==> src/hdl/swap_slot_bitmap_allocator_assert.svh <==
// Assertion macros shared by the allocator's RTL.
`ifndef SWAP_SLOT_BITMAP_ALLOCATOR_ASSERT_SVH
`define SWAP_SLOT_BITMAP_ALLOCATOR_ASSERT_SVH

// Same-cycle implication, checked out of reset.
`define SWSA_ASSERT_NOW(label, clk, rst_n, cond, prop, msg) \
	label: assert property (@(posedge clk) disable iff (!rst_n) (cond) |-> (prop)) \
		else $error(msg);

// Next-cycle implication, checked out of reset.
`define SWSA_ASSERT_NEXT(label, clk, rst_n, cond, prop, msg) \
	label: assert property (@(posedge clk) disable iff (!rst_n) (cond) |=> (prop)) \
		else $error(msg);

`endif

==> src/hdl/swsa_pkg.sv <==
package swsa_pkg;

	// Default sizes of the slot map and of a page.
	localparam int SLOTS_DEFAULT = 1024;
	localparam int SECTORS_DEFAULT = 8;

	// The bitmap is kept in rows of this many slots.
	localparam int ROW_BITS = 32;
	localparam int ROW_BIT_W = 5;

	// Field widths fixed by the interface.
	localparam int CMD_W = 2;
	localparam int INDEX_W = 10;
	localparam int STATUS_W = 3;
	localparam int OP_W = 2;
	localparam int ADDR_W = 13;
	localparam int COUNT_W = 11;
	localparam int CFG_DATA_W = 11;
	localparam int CFG_INDEX_W = 1;

	// Command queue between dispatch and execution.
	localparam int QUEUE_DEPTH = 2;
	localparam int QUEUE_PTR_W = 1;
	localparam int QUEUE_CNT_W = 2;

	localparam logic [CMD_W-1:0] CMD_OUT = 2'd0;
	localparam logic [CMD_W-1:0] CMD_IN = 2'd1;
	localparam logic [CMD_W-1:0] CMD_FREE = 2'd2;
	localparam logic [CMD_W-1:0] CMD_NONE = 2'd3;

	localparam logic [STATUS_W-1:0] ST_OK = 3'd0;
	localparam logic [STATUS_W-1:0] ST_NO_DEVICE = 3'd1;
	localparam logic [STATUS_W-1:0] ST_NO_SLOT = 3'd2;
	localparam logic [STATUS_W-1:0] ST_NOT_USED = 3'd3;
	localparam logic [STATUS_W-1:0] ST_RANGE = 3'd4;

	localparam logic [OP_W-1:0] OP_NONE = 2'd0;
	localparam logic [OP_W-1:0] OP_READ = 2'd1;
	localparam logic [OP_W-1:0] OP_WRITE = 2'd2;

	localparam logic [CFG_INDEX_W-1:0] REG_SWAP_PRESENT = 1'd0;
	localparam logic [CFG_INDEX_W-1:0] REG_SLOT_COUNT = 1'd1;

	typedef enum logic [1:0] {
		KIND_ERR,
		KIND_OUT,
		KIND_IN,
		KIND_FREE
	} kind_t;

	// One queued command after dispatch.
	typedef struct packed {
		kind_t kind;
		logic [STATUS_W-1:0] status;
		logic [INDEX_W-1:0] slot;
	} entry_t;

	typedef struct packed {
		logic present;
		logic [COUNT_W-1:0] count;
	} cfg_t;

endpackage

==> src/hdl/swsa_front.sv <==
module swsa_front #(
	parameter int SLOTS = swsa_pkg::SLOTS_DEFAULT
) (
	input  logic                           accept,
	input  logic [swsa_pkg::CMD_W-1:0]     cmd,
	input  logic [swsa_pkg::INDEX_W-1:0]   slot_index,
	input  swsa_pkg::cfg_t                 cfg,
	output logic                           push,
	output swsa_pkg::entry_t               entry
);

	logic out_of_range;

	// An index must sit below both the programmed count and the map size.
	assign out_of_range = ({1'b0, slot_index} >= cfg.count) ||
		(32'(slot_index) >= 32'(SLOTS));

	always_comb begin
		push = accept && (cmd != swsa_pkg::CMD_NONE);
		entry.kind = swsa_pkg::KIND_ERR;
		entry.status = swsa_pkg::ST_OK;
		entry.slot = slot_index;
		if (!cfg.present) begin
			entry.status = swsa_pkg::ST_NO_DEVICE;
			if (cmd == swsa_pkg::CMD_OUT) begin
				entry.slot = '0;
			end
		end else if (cmd == swsa_pkg::CMD_OUT) begin
			entry.kind = swsa_pkg::KIND_OUT;
		end else if (out_of_range) begin
			entry.status = swsa_pkg::ST_RANGE;
		end else if (cmd == swsa_pkg::CMD_IN) begin
			entry.kind = swsa_pkg::KIND_IN;
		end else begin
			entry.kind = swsa_pkg::KIND_FREE;
		end
	end

endmodule

==> src/hdl/swsa_queue.sv <==
module swsa_queue (
	input  logic             clk,
	input  logic             arst_n,
	input  logic             push,
	input  swsa_pkg::entry_t push_entry,
	input  logic             pop,
	output swsa_pkg::entry_t head,
	output logic             empty,
	output logic             full
);

	swsa_pkg::entry_t slots_q [swsa_pkg::QUEUE_DEPTH];
	logic [swsa_pkg::QUEUE_PTR_W-1:0] wr_ptr_q;
	logic [swsa_pkg::QUEUE_PTR_W-1:0] rd_ptr_q;
	logic [swsa_pkg::QUEUE_CNT_W-1:0] count_q;
	logic do_push;
	logic do_pop;

	assign empty = (count_q == '0);
	assign full = (count_q == swsa_pkg::QUEUE_CNT_W'(swsa_pkg::QUEUE_DEPTH));
	assign do_push = push && !full;
	assign do_pop = pop && !empty;
	assign head = slots_q[rd_ptr_q];

	always_ff @(posedge clk) begin
		if (do_push) begin
			slots_q[wr_ptr_q] <= push_entry;
		end
	end

	always_ff @(posedge clk or negedge arst_n) begin
		if (!arst_n) begin
			wr_ptr_q <= '0;
			rd_ptr_q <= '0;
			count_q <= '0;
		end else begin
			if (do_push) begin
				wr_ptr_q <= wr_ptr_q + 1'b1;
			end
			if (do_pop) begin
				rd_ptr_q <= rd_ptr_q + 1'b1;
			end
			if (do_push && !do_pop) begin
				count_q <= count_q + 1'b1;
			end else if (do_pop && !do_push) begin
				count_q <= count_q - 1'b1;
			end
		end
	end

endmodule

==> src/hdl/swsa_back.sv <==
module swsa_back #(
	parameter int SLOTS = swsa_pkg::SLOTS_DEFAULT,
	parameter int SECTORS_PER_SLOT = swsa_pkg::SECTORS_DEFAULT
) (
	input  logic                            clk,
	input  logic                            arst_n,
	input  swsa_pkg::cfg_t                  cfg,
	input  logic                            empty,
	input  swsa_pkg::entry_t                head,
	output logic                            pop,
	output logic                            result_valid,
	output logic [swsa_pkg::STATUS_W-1:0]   status,
	output logic [swsa_pkg::INDEX_W-1:0]    slot_number,
	output logic [swsa_pkg::OP_W-1:0]       sector_op,
	output logic [swsa_pkg::ADDR_W-1:0]     sector_address,
	output logic                            last
);

	localparam int ROWS = (SLOTS + swsa_pkg::ROW_BITS - 1) / swsa_pkg::ROW_BITS;
	localparam int ROW_W = (ROWS > 1) ? $clog2(ROWS) : 1;
	localparam int SLOT_W = ROW_W + swsa_pkg::ROW_BIT_W;
	localparam int SEC_W = (SECTORS_PER_SLOT > 1) ? $clog2(SECTORS_PER_SLOT) : 1;
	localparam logic [SEC_W-1:0] SEC_LAST = SEC_W'(SECTORS_PER_SLOT - 1);

	localparam logic [1:0] S_IDLE = 2'd0;
	localparam logic [1:0] S_READ = 2'd1;
	localparam logic [1:0] S_EMIT = 2'd2;

	logic [swsa_pkg::ROW_BITS-1:0] mem [ROWS];
	logic [swsa_pkg::ROW_BITS-1:0] rdata_s1;
	logic [ROWS-1:0] row_valid_q;
	logic [ROWS-1:0] row_full_q;

	logic [1:0] state_q;
	swsa_pkg::kind_t kind_q;
	logic [SLOT_W-1:0] slot_q;
	logic [swsa_pkg::OP_W-1:0] op_q;
	logic [swsa_pkg::ADDR_W-1:0] base_q;
	logic [SEC_W-1:0] sec_q;

	logic [ROW_W-1:0] free_row;
	logic any_free;
	logic [ROW_W-1:0] cur_row;
	logic [swsa_pkg::ROW_BIT_W-1:0] cur_bit;
	logic [swsa_pkg::ROW_BITS-1:0] word;
	logic [swsa_pkg::ROW_BIT_W-1:0] zero_bit;
	logic zero_found;
	logic [SLOT_W-1:0] cand_slot;
	logic cand_bad;
	logic [31:0] base_full;

	logic rd_en;
	logic [ROW_W-1:0] rd_row;
	logic wr_en;
	logic [swsa_pkg::ROW_BITS-1:0] wr_word;

	logic [1:0] state_d;
	logic [SLOT_W-1:0] slot_d;
	logic [swsa_pkg::OP_W-1:0] op_d;
	logic res_v;
	logic [swsa_pkg::STATUS_W-1:0] res_status;
	logic [swsa_pkg::INDEX_W-1:0] res_slot;
	logic [swsa_pkg::OP_W-1:0] res_op;
	logic [swsa_pkg::ADDR_W-1:0] res_addr;
	logic res_last;

	assign cur_row = slot_q[SLOT_W-1:swsa_pkg::ROW_BIT_W];
	assign cur_bit = slot_q[swsa_pkg::ROW_BIT_W-1:0];
	assign word = row_valid_q[cur_row] ? rdata_s1 : '0;
	assign cand_slot = {cur_row, zero_bit};
	assign cand_bad = !zero_found || (32'(cand_slot) >= 32'(cfg.count)) ||
		(32'(cand_slot) >= 32'(SLOTS));
	assign base_full = 32'(slot_d) * 32'(SECTORS_PER_SLOT);

	// Lowest row that still has a free slot.
	always_comb begin
		free_row = '0;
		any_free = 1'b0;
		for (int i = ROWS - 1; i >= 0; i--) begin
			if (!row_full_q[i]) begin
				free_row = ROW_W'(i);
				any_free = 1'b1;
			end
		end
	end

	// Lowest clear bit within the row that was read.
	always_comb begin
		zero_bit = '0;
		zero_found = 1'b0;
		for (int b = swsa_pkg::ROW_BITS - 1; b >= 0; b--) begin
			if (!word[b]) begin
				zero_bit = swsa_pkg::ROW_BIT_W'(b);
				zero_found = 1'b1;
			end
		end
	end

	always_comb begin
		state_d = state_q;
		slot_d = slot_q;
		op_d = op_q;
		pop = 1'b0;
		rd_en = 1'b0;
		rd_row = '0;
		wr_en = 1'b0;
		wr_word = word;
		res_v = 1'b0;
		res_status = swsa_pkg::ST_OK;
		res_slot = swsa_pkg::INDEX_W'(slot_q);
		res_op = swsa_pkg::OP_NONE;
		res_addr = '0;
		res_last = 1'b1;
		unique case (state_q)
			S_IDLE: begin
				if (!empty) begin
					pop = 1'b1;
					slot_d = SLOT_W'(head.slot);
					unique case (head.kind)
						swsa_pkg::KIND_ERR: begin
							res_v = 1'b1;
							res_status = head.status;
							res_slot = head.slot;
						end
						swsa_pkg::KIND_OUT: begin
							if (any_free) begin
								slot_d = {free_row, swsa_pkg::ROW_BIT_W'(0)};
								rd_en = 1'b1;
								rd_row = free_row;
								state_d = S_READ;
							end else begin
								res_v = 1'b1;
								res_status = swsa_pkg::ST_NO_SLOT;
								res_slot = '0;
							end
						end
						swsa_pkg::KIND_IN, swsa_pkg::KIND_FREE: begin
							rd_en = 1'b1;
							rd_row = slot_d[SLOT_W-1:swsa_pkg::ROW_BIT_W];
							state_d = S_READ;
						end
						default: begin
						end
					endcase
				end
			end
			S_READ: begin
				state_d = S_IDLE;
				unique case (kind_q)
					swsa_pkg::KIND_OUT: begin
						if (cand_bad) begin
							res_v = 1'b1;
							res_status = swsa_pkg::ST_NO_SLOT;
							res_slot = '0;
						end else begin
							wr_en = 1'b1;
							wr_word = word | (swsa_pkg::ROW_BITS'(1) << zero_bit);
							slot_d = cand_slot;
							op_d = swsa_pkg::OP_WRITE;
							state_d = S_EMIT;
						end
					end
					swsa_pkg::KIND_IN: begin
						if (!word[cur_bit]) begin
							res_v = 1'b1;
							res_status = swsa_pkg::ST_NOT_USED;
						end else begin
							wr_en = 1'b1;
							wr_word = word & ~(swsa_pkg::ROW_BITS'(1) << cur_bit);
							op_d = swsa_pkg::OP_READ;
							state_d = S_EMIT;
						end
					end
					default: begin
						// Free: clear the bit whether or not it was set.
						wr_en = 1'b1;
						wr_word = word & ~(swsa_pkg::ROW_BITS'(1) << cur_bit);
						res_v = 1'b1;
					end
				endcase
			end
			S_EMIT: begin
				res_v = 1'b1;
				res_op = op_q;
				res_addr = base_q + swsa_pkg::ADDR_W'(sec_q);
				res_last = (sec_q == SEC_LAST);
				if (sec_q == SEC_LAST) begin
					state_d = S_IDLE;
				end
			end
			default: begin
				state_d = S_IDLE;
			end
		endcase
	end

	always_ff @(posedge clk) begin
		if (wr_en) begin
			mem[cur_row] <= wr_word;
		end
		if (rd_en) begin
			rdata_s1 <= mem[rd_row];
		end
	end

	always_ff @(posedge clk) begin
		if (pop) begin
			kind_q <= head.kind;
		end
		slot_q <= slot_d;
		op_q <= op_d;
		if (state_q == S_READ) begin
			base_q <= base_full[swsa_pkg::ADDR_W-1:0];
		end
		status <= res_status;
		slot_number <= res_slot;
		sector_op <= res_op;
		sector_address <= res_addr;
		last <= res_last;
	end

	always_ff @(posedge clk or negedge arst_n) begin
		if (!arst_n) begin
			state_q <= S_IDLE;
			sec_q <= '0;
			row_valid_q <= '0;
			row_full_q <= '0;
			result_valid <= 1'b0;
		end else begin
			state_q <= state_d;
			result_valid <= res_v;
			if (state_q == S_EMIT) begin
				sec_q <= sec_q + 1'b1;
			end else begin
				sec_q <= '0;
			end
			if (wr_en) begin
				row_valid_q[cur_row] <= 1'b1;
				row_full_q[cur_row] <= &wr_word;
			end
		end
	end

endmodule

==> src/hdl/swap_slot_bitmap_allocator.sv <==
// Each command passes through the queue to the back end, which settles a status known
// when the command leaves the queue at once, reads the slot map row for a free or for a
// status found there, and then emits the sector burst for a swap in or out.
// The back end finishes one command before it takes the next from the queue; results
// cannot be stalled.
// Reset clears the control registers and marks every slot free at once (row valid bits).
module swap_slot_bitmap_allocator #(
	parameter int SLOTS = swsa_pkg::SLOTS_DEFAULT,
	parameter int SECTORS_PER_SLOT = swsa_pkg::SECTORS_DEFAULT
) (
	input  logic                                clk,
	input  logic                                arst_n,
	input  logic                                cfg_we,
	input  logic [swsa_pkg::CFG_INDEX_W-1:0]    cfg_index,
	input  logic [swsa_pkg::CFG_DATA_W-1:0]     cfg_data,
	input  logic                                start,
	output logic                                busy,
	input  logic [swsa_pkg::CMD_W-1:0]          cmd,
	input  logic [swsa_pkg::INDEX_W-1:0]        slot_index,
	output logic                                result_valid,
	output logic [swsa_pkg::STATUS_W-1:0]       status,
	output logic [swsa_pkg::INDEX_W-1:0]        slot_number,
	output logic [swsa_pkg::OP_W-1:0]           sector_op,
	output logic [swsa_pkg::ADDR_W-1:0]         sector_address,
	output logic                                last
);

	`include "swap_slot_bitmap_allocator_assert.svh"

	// The front end classifies each command against the configuration as it
	// arrives: disabled device, out-of-range index and the unknown command are
	// settled here, so the back end only ever touches the bitmap for real work.
	// A two-entry queue sits between them; busy is simply the queue being full,
	// so new commands keep arriving while a sector burst is still going out.
	//
	// The back end keeps the used bits in a memory of 32-bit rows plus one
	// "row full" flag per row. The full flags point straight at the first row
	// holding a free slot, one registered row read finds the lowest clear bit,
	// and the updated row is written back in the following cycle. A free slot
	// found at or above the usable count means there is nothing to allocate.

	swsa_pkg::cfg_t cfg_q;
	swsa_pkg::entry_t push_entry;
	swsa_pkg::entry_t head;
	logic accept;
	logic push;
	logic pop;
	logic empty;
	logic full;

	always_ff @(posedge clk or negedge arst_n) begin
		if (!arst_n) begin
			cfg_q <= '0;
		end else if (cfg_we) begin
			unique case (cfg_index)
				swsa_pkg::REG_SWAP_PRESENT: cfg_q.present <= cfg_data[0];
				swsa_pkg::REG_SLOT_COUNT: cfg_q.count <= cfg_data;
				default: begin
				end
			endcase
		end
	end

	assign busy = full;
	assign accept = start && !busy;

	swsa_front #(
		.SLOTS(SLOTS)
	) u_front (
		.accept(accept),
		.cmd(cmd),
		.slot_index(slot_index),
		.cfg(cfg_q),
		.push(push),
		.entry(push_entry)
	);

	swsa_queue u_queue (
		.clk(clk),
		.arst_n(arst_n),
		.push(push),
		.push_entry(push_entry),
		.pop(pop),
		.head(head),
		.empty(empty),
		.full(full)
	);

	swsa_back #(
		.SLOTS(SLOTS),
		.SECTORS_PER_SLOT(SECTORS_PER_SLOT)
	) u_back (
		.clk(clk),
		.arst_n(arst_n),
		.cfg(cfg_q),
		.empty(empty),
		.head(head),
		.pop(pop),
		.result_valid(result_valid),
		.status(status),
		.slot_number(slot_number),
		.sector_op(sector_op),
		.sector_address(sector_address),
		.last(last)
	);

	// A sector burst runs without gaps until its last beat.
	`SWSA_ASSERT_NEXT(a_burst_contiguous, clk, arst_n, result_valid && !last, result_valid, "sector burst broke off before its last beat")

	// Consecutive beats of a burst address consecutive sectors of one slot.
	`SWSA_ASSERT_NEXT(a_burst_addr_step, clk, arst_n, result_valid && !last, (sector_address == $past(sector_address) + 1'b1) && (slot_number == $past(slot_number)), "sector burst address or slot did not follow on")

	// Any error status is a single-beat result with no transfer.
	`SWSA_ASSERT_NOW(a_error_single, clk, arst_n, result_valid && (status != swsa_pkg::ST_OK), last && (sector_op == swsa_pkg::OP_NONE), "error result carried a transfer or was not final")

endmodule
==> config.mk <==
export PLATFORM = sky130hd
export DESIGN_NAME = swap_slot_bitmap_allocator
export DESIGN_NICKNAME = d
export VERILOG_FILES = /design/src/hdl/swsa_pkg.sv /design/src/hdl/swsa_front.sv /design/src/hdl/swsa_queue.sv /design/src/hdl/swsa_back.sv /design/src/hdl/swap_slot_bitmap_allocator.sv
export VERILOG_INCLUDE_DIRS = /design/src /design/src/hdl
export SDC_FILE = /design/constraint.sdc
export NUM_CORES = 1
export LEC_CHECK = 0
export BUFFER_PORTS_ARGS = -buffer_cell sky130_fd_sc_hd__buf_2
export CAP_MARGIN = 20
export CELL_PAD_IN_SITES_DETAIL_PLACEMENT = 0
export CELL_PAD_IN_SITES_GLOBAL_PLACEMENT = 1
export CORE_MARGIN = 4
export CORE_UTILIZATION = 25
export CTS_BUF_LIST = sky130_fd_sc_hd__clkbuf_2 sky130_fd_sc_hd__clkbuf_4 sky130_fd_sc_hd__clkbuf_8
export DETAILED_ROUTE_END_ITERATION = 10
export PLACE_DENSITY_LB_ADDON = 0.2
export SLEW_MARGIN = 20
export SYNTH_ARGS = -nofsm -noshare
export SYNTH_HDL_FRONTEND = slang
export SYNTH_SLANG_ARGS = --single-unit
==> constraint.sdc <==
create_clock -name clk -period 7.49 [get_ports clk]
set_input_delay 1.498 -clock clk [delete_from_list [all_inputs] [get_ports clk]]
set_output_delay 1.498 -clock clk [all_outputs]
set_load 0.1 [all_outputs]
# Word level (Yosys, flattened, before mapping)

Memory sizes are Yosys's and may differ from the RTL's. A register that Yosys moved wholly into a read port is not among the register bits.
Index checks and enable logic that the tools add are counted.

Bits in writable memories: 1054
Memories: 2
Register bits: 139
Output and inout port bits: 31

Memories:

| name            | words | bits a word | rd ports | clocked after memory_dff | wr ports | RTL line         | source |
|---|---|---|---|---|---|---|---|
| u_back.mem      | 32    | 32          | 1        | 1                        | 1        | swsa_back.sv:29  | `logic [swsa_pkg::ROW_BITS-1:0] mem [ROWS];` |
| u_queue.slots_q | 2     | 15          | 1        | 0                        | 1        | swsa_queue.sv:12 | `swsa_pkg::entry_t slots_q [swsa_pkg::QUEUE_DEPTH];` |

Magnitude comparators: 5
Multiplexer cells: 207
Bitwise operators: 5
Equal/unequal tests: 17
Reductions and logical operators: 25
Add/sub/neg operators: 6
Shift operators: 2

Operators by type and width:

| cell                 | number |
|---|---|
| $mux 5               | 69 |
| $mux 32              | 4 |
| $mux 10              | 9 |
| $mux 1               | 84 |
| $or 32x32->32        | 2 |
| $pmux 32 s2          | 1 |
| $shl 1x5->32 const A | 2 |
| $pmux 10 s2          | 3 |
| $and 32x32->32       | 1 |
| $bwmux 32            | 1 |
| $not 32->32          | 1 |
| $reduce_and 32->1    | 1 |
| $mux 2               | 15 |
| $ge 10x11->1         | 2 |
| $pmux 3 s2           | 3 |
| $mux 3               | 5 |
| $add 13x3->13        | 1 |
| $lt 5x6->1 const B   | 2 |
| $pmux 2 s2           | 3 |
| $bmux 1 s5           | 2 |
| $eq 2x2->1 const B   | 5 |
| $pmux 5 s2           | 1 |
| $eq 2x1->1 const B   | 4 |
| $logic_not 2->1      | 4 |
| 22 further kinds     | 42 |

# Logic depth before layout (Yosys ltp)

Gate-level depths: netlist of run 1.

Depth after elaboration: 42
Gate-level depth with buffers: 24
Mapped depth without buffers: 17

# Modules after synthesis

A second synthesis of run 1 with hierarchy kept.

Cell total of the unflattened synthesis: 3790
Area total of the unflattened synthesis: 51210.4 sq um

Modules (own cells, without submodules):

| module                     | sequential area each (sq um) | times used | area each (sq um) | cells each |
|---|---|---|---|---|
| swsa_back                  | 34663.2                      | 1          | 48965.7           | 3635 |
| swsa_queue                 | 1001.0                       | 1          | 1331.3            | 66 |
| swap_slot_bitmap_allocator | 300.3                        | 1          | 503.0             | 28 |
| swsa_front                 | 0.0                          | 1          | 410.4             | 61 |

# Worst setup path before layout of run 1

No wires, ideal clock.

Path kind: register -> register
Start point: register u_back.slot_q[5]
End point: register u_back.row_full_q[18]
Setup time: 0.096 ns
Clock period less this slack: 6.774 ns
Stages on the path, launching flop included: 22
Setup slack: 0.716 ns
Data arrival time: 6.678 ns
Data required time: 7.394 ns
Path buffers: 5
Cell sequence: dfxtp_1 > mux4_2 > and2_1 > nor4_2 > o221ai_2 > buf_4 > buf_6 > clkbuf_1 > nand2_1 > inv_1 > ha_1 > and4_1 > o311ai_0 > nand2_1 > nor3_1 > a21oi_1 > nor4_1 > nand4_1 > or4_1 > buf_2 > buf_6 > o31ai_1

Longest elaborated chain between the ends: 42
Elaborated cells between the ends (all ways): 90
Those cells by class: 3 x order compare; 1 x shift; 80 x mux; 2 x bitwise; 4 x reduce/logical

RTL lines:

| what                                              | RTL line                          | source |
|---|---|---|
| start: declaration                                | swsa_back.sv:36                   | `logic [SLOT_W-1:0] slot_q;` |
| start signal: assignment                          | swsa_back.sv:210                  | `slot_q <= slot_d;` |
| $bmux 1 s5                                        | swsa_back.sv:69                   | `assign word = row_valid_q[cur_row] ? rdata_s1 : '0;` |
| $mux 1 (implied by the code)                      | swsa_back.sv:69                   |  |
| $mux 32                                           | swsa_back.sv:69                   |  |
| $mux 5 or $mux 1 (tied branches) (32 in a row)    | swsa_back.sv:92                   | `if (!word[b]) begin` |
| $ge 10x11->1 (tied with other cells)              | swsa_back.sv:71                   | `assign cand_bad = !zero_found \|\| (32'(cand_slot) >= 32'(cfg.count)) \|\|` |
| $logic_or 1x1->1 or $or 32x32->32 (tied branches) | swsa_back.sv:71, swsa_back.sv:157 |  |
| $mux 32                                           | swsa_back.sv:151                  | `if (cand_bad) begin` |
| $pmux 32 s2                                       | swsa_back.sv:149                  | `unique case (kind_q)` |
| $mux 32 (*)                                       | swsa_back.sv:114                  | `unique case (state_q)` |
| net u_back.wr_word (one bit)                      | swsa_back.sv:55                   | `logic [swsa_pkg::ROW_BITS-1:0] wr_word;` |
| $reduce_and 32->1 (*)                             | swsa_back.sv:239                  | `row_full_q[cur_row] <= &wr_word;` |
| $bwmux 32 (*)                                     | swsa_back.sv:239                  |  |
| end signal: indexed assignment                    | swsa_back.sv:239                  |  |
| end: declaration                                  | swsa_back.sv:32                   | `logic [ROWS-1:0] row_full_q;` |

The timed path passes the listed nets; every way through them passes the cells marked *. The select of a mux whose other input is x is not followed.
A chain may end at the register's enable or synchronous reset.

# Worst setup path after layout of run 1

Start point: register u_back.slot_q[7]
End point: register u_back.row_full_q[29]

The elaborated chain is that of the path after synthesis.

==> results of run 1 <==
## layout make-up
type / instances / area [um2] / area share, %
timing repair buffer: 214 / 1700 / 2.79
sequential: 1223 / 35900 / 58.8
clock inverter: 88 / 579 / 0.949
tap: 2788 / 3490 / 5.71
inverter: 48 / 180 / 0.295
clock buffer: 293 / 3600 / 5.90
antenna: 3 / 7.51 / 0.0123
multi-input combinational: 2570 / 15600 / 25.6
## layout by cell type, fill, tap and decap left out, types with 29 or more instances in the layout
| cell | count |
|---|---|
| a2111oi_0 | 33 |
| a21oi_1 | 100 |
| a311o_1 | 33 |
| a311oi_1 | 35 |
| a31oi_1 | 114 |
| and2_1 | 29 |
| and3_1 | 72 |
| buf_2 | 57 |
| buf_4 | 138 |
| clkbuf_4 | 69 |
| clkbuf_8 | 224 |
| clkinv_1 | 54 |
| dfrtp_1 | 86 |
| dfxtp_1 | 39 |
| edfxtp_1 | 1098 |
| inv_1 | 46 |
| mux2i_1 | 83 |
| nand2_1 | 467 |
| nand3_1 | 578 |
| nand4_1 | 91 |
| nor2_1 | 68 |
| o21ai_0 | 351 |
| or2_2 | 36 |
## power breakdown
part           leakage (nW)  internal [mW]  switching [mW]
clock                  2.20           3.22            2.89
sequential             11.5           9.61           0.442
combinational          6.08           2.24            7.49
total                  19.8           15.1            10.8
## metal layers
metal / wire length (um) / part of all wire, % / up-vias / GRT usage [%]
met5: 0 / 0 / - / 0
met4: 5470 / 2.8 / 0 / 5.53
met3: 8360 / 4.3 / 275 / 2.42
met2: 91900 / 48 / 980 / 28.5
met1: 87300 / 45 / 18600 / 23.6
li1: - / - / 16300 / -
## registers in the layout (all words and copies together), names as in the netlist
name and flops:
cfg_q 12, u_back.base_q 10, u_back.kind_q 2, u_back.last 1, u_back.mem 1024, u_back.op_q 2
u_back.rdata_s1 32, u_back.result_valid 1, u_back.row_full_q 32, u_back.row_valid_q 32, u_back.sec_q 3, u_back.sector_address 13
u_back.sector_op 2, u_back.slot_number 10, u_back.slot_q 10, u_back.state_q 2, u_back.status 3, u_queue.count_q 2
u_queue.rd_ptr_q 1, u_queue.slots_q 28, u_queue.wr_ptr_q 1
## how the worst max path moves through the flow
| stage | startpoint | end | slack [ps] | cells past startpoint |
|---|---|---|---|---|
| after floorplan | u_back.slot_q[5]$_DFF_P_ | u_back.row_full_q[18]$_DFFE_PN0P_ | 720 | 21 |
| after CTS | u_back.slot_q[5]$_DFF_P_ | u_back.row_full_q[31]$_DFFE_PN0P_ | 860 | 19 |
| final | u_back.slot_q[7]$_DFF_P_ | u_back.row_full_q[29]$_DFFE_PN0P_ | 850 | 18 |
| after global routing | u_back.slot_q[7]$_DFF_P_ | u_back.row_full_q[31]$_DFFE_PN0P_ | 480 | 18 |
| after global placement | u_back.slot_q[5]$_DFF_P_ | u_back.row_full_q[31]$_DFFE_PN0P_ | 910 | 19 |
| after detailed placement | u_back.slot_q[7]$_DFF_P_ | u_back.row_full_q[31]$_DFFE_PN0P_ | 920 | 18 |
## Yosys cell counts (all sizes together), types with 25 or more instances
| library cell | number |
|---|---|
| clkbuf | 238 |
| edfxtp | 1098 |
| a2111oi | 34 |
| a311o | 33 |
| dfxtp | 39 |
| a31oi | 117 |
| and3 | 73 |
| dfrtp | 86 |
| o21ai | 382 |
| nor2 | 80 |
| nand4 | 92 |
| buf | 75 |
| and2 | 29 |
| nand3 | 579 |
| a21oi | 133 |
| or2 | 36 |
| mux2i | 83 |
| inv | 46 |
| nand2b | 25 |
| nand2 | 472 |
| a311oi | 36 |
## metrics by stage
step	worst slack, ps	instance area [um2]
after floorplan	716	52300
after CTS	860	61100
after detailed placement	921	56900
final	845	61100
after global routing	477	61100
after global placement	913	56900
## cells by family after synthesis
kind of cell,after synthesis,synth area share [%]
flip-flops,1223,68.6
XOR/XNOR,5,0.0837
AO/OA/AOI/OAI,913,11.1
buffers and inverters,361,2.73
multiplexers,114,2.46
AND/OR/NAND/NOR,1514,14.4
adder cells (fa/ha/maj),24,0.574
==> flow_summary.yaml, run 1 <==
power:
  ir_drop_mv: 0.259
  leakage_nw: 19.8
  finalPower_mw: 25.9
  powerDensity_nw_per_um2: 424
global_routing:
  grt.overflow.total: 0
  grt_max_degree: 166
  grt_pass1_vias: 35900
  grt_pass1_wl_um: 274000
  antenna_found_initial: 8
  grt.total_usage_pct: 17.3
worst_setup_path:
  max_stage_delay_ps: 890
  path_max_fanout: 33
  end_kind: "flip-flop"
  critPathBufInv: 2
  cp_slowest_cell: "dfxtp_1"
  crit_chain: "mux4_2 > and2_1 > nor4_2 > o221ai_4 > nand2_1 > or2_2 > ha_1 > and4_1 > o311ai_0 > nand2_1 > nor3_1 > nand4_1 > a21oi_2 > buf_4 > nand4_1 > or4_1 > buf_4 > o31ai_2"
  r2r_cells: 18
  reg2reg_slack_ps: 850
  start_kind: "flip-flop"
  path_class: "flip-flop to flip-flop"
  critPathRequiredTime_ps: 8360
  crit_family: "simple AND/OR/NAND/NOR gates"
  arrival_ps: 7510
  reg2reg_to: "u_back.row_full_q[29]$_DFFE_PN0P_"
  rr_startpoint: "u_back.slot_q[7]$_DFF_P_"
clock_tree:
  htree_levels: 4
  clock_sinks: 1223
  cts-root-buf: "clkbuf_8"
  clk_pin_slew_worst_paths_ps: 60
  clk_latency_ps: 970
  cts_tree: "built"
  post-cts-setup-buffers: 0
  clock_path_buffers: 3
  ctsHoldBuffers: 0
  cts_made_buffers: 213
  ctsResizeCount: 0
finish:
  fin_nets: 4322
  final_cells: 7227
  fill_cells: 21300
  final_core_util_pct: 29.4
  area_delta_synth_final_pct: 16.8
  drive_gt1_share_pct: 16.3
placement:
  gp_congestion: 0.884
  numPortBuffers: 58
  dp_cells: 6843
  dp_hpwl_um: 113000
detailed_routing:
  ant_nets: 0
  wirelength_um: 193000
  drt_iter0_drc: 3049
  drcViolationCount: 0
  vias_per_cell: 4.99
  post_drt_wl_per_cell_um: 26.7
  num_vias: 36100
  first_pass_iters: 5
die:
  die-area_um2: 217000
  rows: 167
  die_y_um: 465
  start_util_pct: 25.2
  io_pins: 59
  fp.coreArea_um2: 208000
  die-width_um: 465
sta:
  relSlewSlack_pct: 24.9
  tightest_slew_ps: 1120
  rsz0062_at_grt: "false"
  hold_viol_final: 0
  fin_crit_ps: 6640
  drv_slew: 0
  finalClockSkew_ps: 63.9
  finalSetupTns_ps: 0
  holdWs_ps: 428
  min_period_over_period_pct: 88.7
  clock.fmax_ghz: 0.151
  setup_violations: 0
synth:
  synth_enable_flop_cells: 1098
  ys_ff_latch: 1223
  netlist_area_um2: 52300
  ys_types: 100
  synth_area_leaders: "edfxtp_1, nand3_1, dfrtp_1, o21ai_0, nand2_1"
  async_reset_ff_share_pct: 7.03
  synth_ff_type: "edfxtp_1"
  syn_inst: 4154
  ys_warn_count: 0
  syn-num-nets: 4206
  yosysSeqAreaShare_pct: 68.6
  yosysTopAreaCellShare_pct: 63.0
  synth_top_area_cell: "edfxtp_1"
  avgSynthCellArea_um2: 12.6
worst_hold_path:
  min_path_type: "flip-flop to flip-flop"
  min_from: "u_back.base_q[7]$_DFFE_PP_"
  min_to: "u_back.sector_address[7]$_SDFF_PN0_"
  min_path_cells: 1
run_status:
  outcome: "completed"
job:
  maxCapViolCount: 0
Note: power is estimated with default switching activity, not from simulation.
==> run 2: changes to the inputs <==
==> constraint.sdc (replaced) <==
create_clock -name clk -period 7.49 [get_ports clk]
set_input_delay 1.1235 -clock clk [delete_from_list [all_inputs] [get_ports clk]]
set_output_delay 1.1235 -clock clk [all_outputs]
set_load 0.1 [all_outputs]
==> flow_summary.yaml, run 2 (synthesized netlist as in run 1, its figures left out) <==
die:
  rows: 167
  die-area_um2: 217000
  die_y_um: 465
  io_pins: 59
  start_util_pct: 25.2
  die-width_um: 465
  fp.coreArea_um2: 208000
finish:
  largest_reg_flops: 1024
  drive_gt1_share_pct: 16.2
  layout_common_cells: "edfxtp_1, nand3_1, nand2_1, o21ai_0, clkbuf_8"
  top_register: "u_back.mem"
  fin_nets: 4323
  fill_cells: 21300
  area_delta_synth_final_pct: 16.8
  final_cells: 7229
  mostFrequentLayoutCell: "edfxtp_1"
global_routing:
  grt_pass1_wl_um: 274000
  grt.total_usage_pct: 17.3
  grt.overflow.total: 0
  antenna_found_initial: 8
  grt_pass1_vias: 35900
  grt_max_degree: 166
power:
  finalPower_mw: 25.9
  powerDensity_nw_per_um2: 424
  ir_drop_mv: 0.257
  leakage_nw: 19.8
clock_tree:
  clk_pin_slew_worst_paths_ps: 60
  clock_path_buffers: 3
  post-cts-setup-buffers: 0
  clk_latency_ps: 970
  ctsResizeCount: 0
  ctsHoldBuffers: 1
  htree_levels: 4
  cts-root-buf: "clkbuf_8"
  cts_tree: "built"
  cts_made_buffers: 213
  clock_sinks: 1223
worst_hold_path:
  min_path_type: "primary input to flip-flop"
worst_setup_path:
  max_stage_delay_ps: 890
  path_class: "flip-flop to flip-flop"
  arrival_ps: 7490
  end_kind: "flip-flop"
  crit_chain: "mux4_2 > and2_1 > nor4_2 > o221ai_4 > nand2_1 > or2_2 > ha_1 > and4_1 > o311ai_0 > nand2_1 > nor2_1 > or4b_2 > a31oi_2 > buf_4 > and4b_1 > buf_4 > nand2_1 > o31ai_1"
  critPathRequiredTime_ps: 8350
  cp_slowest_cell: "dfxtp_1"
  path_max_fanout: 33
  crit_top_cell: "nand2_1"
  start_kind: "flip-flop"
detailed_routing:
  num_vias: 36200
  drcViolationCount: 0
  wirelength_um: 193000
  vias_per_cell: 5.01
  ant_nets: 0
  drt_iter0_drc: 3039
  first_pass_iters: 5
  post_drt_wl_per_cell_um: 26.7
sta:
  min_period_over_period_pct: 88.5
  fin_crit_ps: 6630
  rsz0062_at_grt: "false"
  tightest_slew_ps: 1100
  relSlewSlack_pct: 26.2
  hold_viol_final: 0
  setup_slack_ps: 863
  clock.fmax_ghz: 0.151
  finalClockSkew_ps: 57.9
  drv_slew: 0
  setup_violations: 0
  holdWs_ps: 403
  finalSetupTns_ps: 0
placement:
  dp_cells: 6843
  numPortBuffers: 58
  dp_hpwl_um: 113000
  gp_congestion: 0.884
  dp_worst_setup_slack_ps: 921
run_status:
  outcome: "completed"
job:
  maxCapViolCount: 0
run 2: changes by cell type in the layout (fill, tap and decap cells not counted):
cell           delta
diode_2           +1
dlygate4sd3_1     +1
run 2: power breakdown:
| part | switching (mW) | total (mW) | leakage (nW) | internal (mW) |
|---|---|---|---|---|
| logic | 7.49 | 9.73 | 6.09 | 2.24 |
| registers | 0.443 | 10.1 | 11.5 | 9.61 |
| clock network | 2.89 | 6.11 | 2.20 | 3.22 |
| total | 10.8 | 25.9 | 19.8 | 15.1 |
run 2: metrics by stage:
| step | area (um2) | utilization [%] |
|---|---|---|
| after global routing | 61100 | 29.4 |
| final | 61100 | 29.4 |
| after CTS | 61100 | 29.4 |
| after detailed placement | 56900 | 27.4 |
| after global placement | 56900 | 27.4 |
| after floorplan | 52300 | - |
run 2: critical path, delay by kind of cell, from the launching register on:
family	cells	cell delay (ps)
adders and majority gates	1	220
buffers and inverters	2	660
and+or+nand+nor	10	2940
AOI/OAI and AO/OA	4	1390
muxes	1	410
DFF	1	890
run 2: final timing paths:
check,depth (start not counted),to,slack [ps],startpoint
max,18,u_back.row_full_q[31]$_DFFE_PN0P_,860,u_back.slot_q[7]$_DFF_P_
min,2,cfg_q[5]$_DFFE_PN0P_,400,cfg_data[5]
max reg2reg,18,u_back.row_full_q[31]$_DFFE_PN0P_,860,u_back.slot_q[7]$_DFF_P_
min reg2reg,1,u_back.sector_address[7]$_SDFF_PN0_,430,u_back.base_q[7]$_DFFE_PP_
max in group asynchronous,3,u_back.row_full_q[30]$_DFFE_PN0P_,5620,arst_n
min in group asynchronous,2,u_queue.rd_ptr_q$_DFFE_PN0P_,660,arst_n
run 2: final cells by class:
| class | count | area, um2 | share of cell area, % |
|---|---|---|---|
| well taps | 2788 | 3490 | 5.71 |
| flip-flops and latches | 1223 | 35900 | 58.8 |
| clock buffers | 293 | 3600 | 5.89 |
| clock inverters | 88 | 579 | 0.948 |
| diodes | 4 | 10.0 | 0.0164 |
| multi-input cells | 2570 | 15600 | 25.6 |
| repair buffers | 215 | 1710 | 2.80 |
| inverters | 48 | 180 | 0.295 |
run 2: metal layers:
layer  share of wire [%]  track usage [%]  up-vias
li1                    -                -    16300
met1                  45             23.6    18600
met2                  48             28.5     1066
met3                 4.5             2.42      284
met4                 2.9             5.53        0
met5                   0                0        -
